**config.mk**
```make
export PLATFORM = sky130hd
export DESIGN_NAME = mtr_ram
export DESIGN_NICKNAME = d
export VERILOG_FILES = /design/src/rtl/mtr_ram.sv
export SDC_FILE = /design/constraint.sdc
export NUM_CORES = 1
export LEC_CHECK = 0
export ABC_AREA = 1
export BUFFER_PORTS_ARGS = -buffer_cell sky130_fd_sc_hd__buf_2
export CAP_MARGIN = 20
export CORE_ASPECT_RATIO = 1.2
export CORE_MARGIN = 2
export CORE_UTILIZATION = 25
export DETAILED_ROUTE_END_ITERATION = 6
export PLACE_DENSITY = 0.46
export SLEW_MARGIN = 20
export SYNTH_ARGS = -nofsm -noshare
export SYNTH_HDL_FRONTEND = slang
export SYNTH_SLANG_ARGS = --single-unit
export TNS_END_PERCENT = 20
```
**constraint.sdc**
```tcl
create_clock -name clk -period 2.2 [get_ports clk]
set_input_delay 0.33 -clock clk [delete_from_list [all_inputs] [get_ports clk]]
set_output_delay 0.33 -clock clk [all_outputs]
set_load 0.05 [all_outputs]
```
**src/rtl/mtr_ram.sv**
```systemverilog
`timescale 1ns / 1ps
module mtr_ram #(
	parameter int WIDTH = 8,
	parameter int DEPTH = 16
) (
	input  logic                     clk,
	input  logic                     we,
	input  logic [$clog2(DEPTH)-1:0] waddr,
	input  logic [WIDTH-1:0]         wdata,
	input  logic [$clog2(DEPTH)-1:0] raddr,
	output logic [WIDTH-1:0]         rdata
);

	logic [WIDTH-1:0] mem [DEPTH];

	always_ff @(posedge clk) begin
		if (we) begin
			mem[waddr] <= wdata;
		end
		rdata <= mem[raddr];
	end

endmodule

```
==> metrics.txt <==
status=complete, no violations; Post-Synth Simple-Gate Area=0.210; Worst R2R End=rdata[4]; DRT iter0 DRCs=282; Sink Count=136; delay of the slowest cell on the worst path=0.39 ns; post-cts resize count=0; Synth area leader=edfxtp_1; main combinational cell family by area after synthesis=simple AND/OR/NAND/NOR gates; Tot Pwr=6.10 mW; Synth Area in XOR/XNOR=0; drt first pass iters=4; Clock Latency Late Sink=0.42 ns; TritonCTS clock tree=done; ant diodes=0; Row Count=60; Clock Path Buffers=2; Max VDD drop=0.000410 V; Seq/Total Area, Yosys=0.694; die width=143 um; crit path kind=reg -> out; initial core utilization=0.256; P_leak=2.86 nW; family with the most delay on the worst path=flip-flops; fraction of layout cells with a size suffix above 1=0.107; clk root buf=clkbuf_16; post-synthesis compound-gate area fraction=0; routed wire length=14.6 mm; Cell Pwr Density=902 nW/um^2; Final Hold Fails=0; Crit-path slowest cell=dfxtp_1; drt via density=4.29; vias in the first global route=3833; WP data arrival=1.10 ns; worst hold path type=in -> reg; Worst Path Buf+Inv=1; # nets final=603; mux contribution to synthesized area=0; R2R Path Start=mem[9][4]; CP Launch Point=rdata[0]; hold_buf cts=0; Final TNS setup=0 ns; pin count of the biggest net entering global routing=65; CP startpoint kind=flip-flop; via count=3758; half-perimeter wire length after placement=9.23 mm; Overall Global Routing Usage=0.128; final setup vio count=0; synth warn=0; initial antenna violation count=0; H-tree depth=4; Core Util, Final=0.300; routability cong.=0.829; Final Critical Period=1.43 ns; critical path endpoint=rdata[0]; Num CTS Buffers=17; Max Freq=0.698 GHz; port bufs=25; R2R Setup Slk=1.12 ns; Synth Net Count=569; Slew @ Worst Pin=0.744 ns; final worst-path cycle share=0.652; post-synthesis adder-cell area fraction=0; Layout area overhead=17.2%; postcts setup bufs=0; Post-Route Skew=0.00689 ns; Max-slew headroom=0.502; Synth area leaders=edfxtp_1 67%, nand2_1 11%, nand3_1 8.4%; DRT antenna net count=0; Max Cap Viol=0; Distinct cells, synth=12; Synth Area per Inst=10.5 um^2; WL/cell=16.6 um; most common cell after layout, fill and taps aside=nand2_1; die area=24300 um^2; final-report max-slew violation count=0; first-pass GRT wire length=22.6 mm; die height=170 um; Top Ports=26; Gate Count Post-Synth=551; R2R depth=6; Yosys reg bits=136; Mapped Area=5770 um^2; Core Area=22500 um^2; Worst EP required=1.87 ns; Filler Cell Count=2350; Clock Pin Slew Worst Setup and Hold Paths=0.05 ns; RSZ-0062 raised after global routing=no; # DRC=0; CP cell instances=buf_2; Crit Path Max Fanout=1; crit end category=output port; Synth top area share=0.667; most frequent cells in the layout=173 x nand2_1, 128 x edfxtp_1, 100 x inv_1; GRT overflow=0; Crit path depth=1
==> sequential cells by signal, summed over array words and instances, names as in the netlist <==
register  cells
rdata         8
mem         128
==> layer usage <==
metal,share of wire,GRT usage
met5,0,0
met3,0.035,0.0312
met4,0.027,0.0525
met2,0.50,0.216
met1,0.44,0.158
==> final cells by class <==
cell class | count | area, um^2 | share of cell area
Clock buffer | 20 | 437 | 0.0646
Clock inverter | 12 | 133 | 0.0196
Inverter | 102 | 383 | 0.0566
Multi-Input combinational cell | 289 | 1210 | 0.179
Sequential cell | 136 | 4000 | 0.592
Tap cell | 279 | 349 | 0.0516
Timing Repair Buffer | 39 | 243 | 0.0359
==> report_power, final <==
group | switching [mW] | total, mW | internal (mW) | leakage [nW]
logic | 0.309 | 0.408 | 0.0996 | 1.37
clock network | 1.01 | 2.76 | 1.75 | 0.269
registers | 0.0265 | 2.92 | 2.90 | 1.22
==> stage by stage <==
step	setup slack, ns	instances	hold WS (ns)	instance area (um^2)
after floorplan	0.919	551	0.429	5770
after global placement	0.449	845	0.686	6190
after detailed placement	0.445	845	0.694	6190
after CTS	0.731	877	0.276	6760
after global routing	0.731	877	0.317	6760
final	0.767	877	0.304	6760
==> cell usage after synthesis (all sizes together) <==
cell type    n
edfxtp     128
nor2        17
inv        102
nand3       97
nand3b       2
buf         24
dfxtp        8
nand2      173
==> cells by family after synthesis <==
logic type | count (synthesis)
buffers and inverters | 126
DFF | 136
and+or+nand+nor | 289
==> how the worst min path moves through the flow <==
stage,start,to,cells past startpoint
finish,raddr[3],rdata[3],3
global route,raddr[3],rdata[3],3
CTS,raddr[3],rdata[3],3
detailed placement,mem[4][1],rdata[1],6
global placement,mem[10][2],rdata[2],6
floorplan,wdata[0],mem[0][0],0
(Power assumes the default switching activity.)
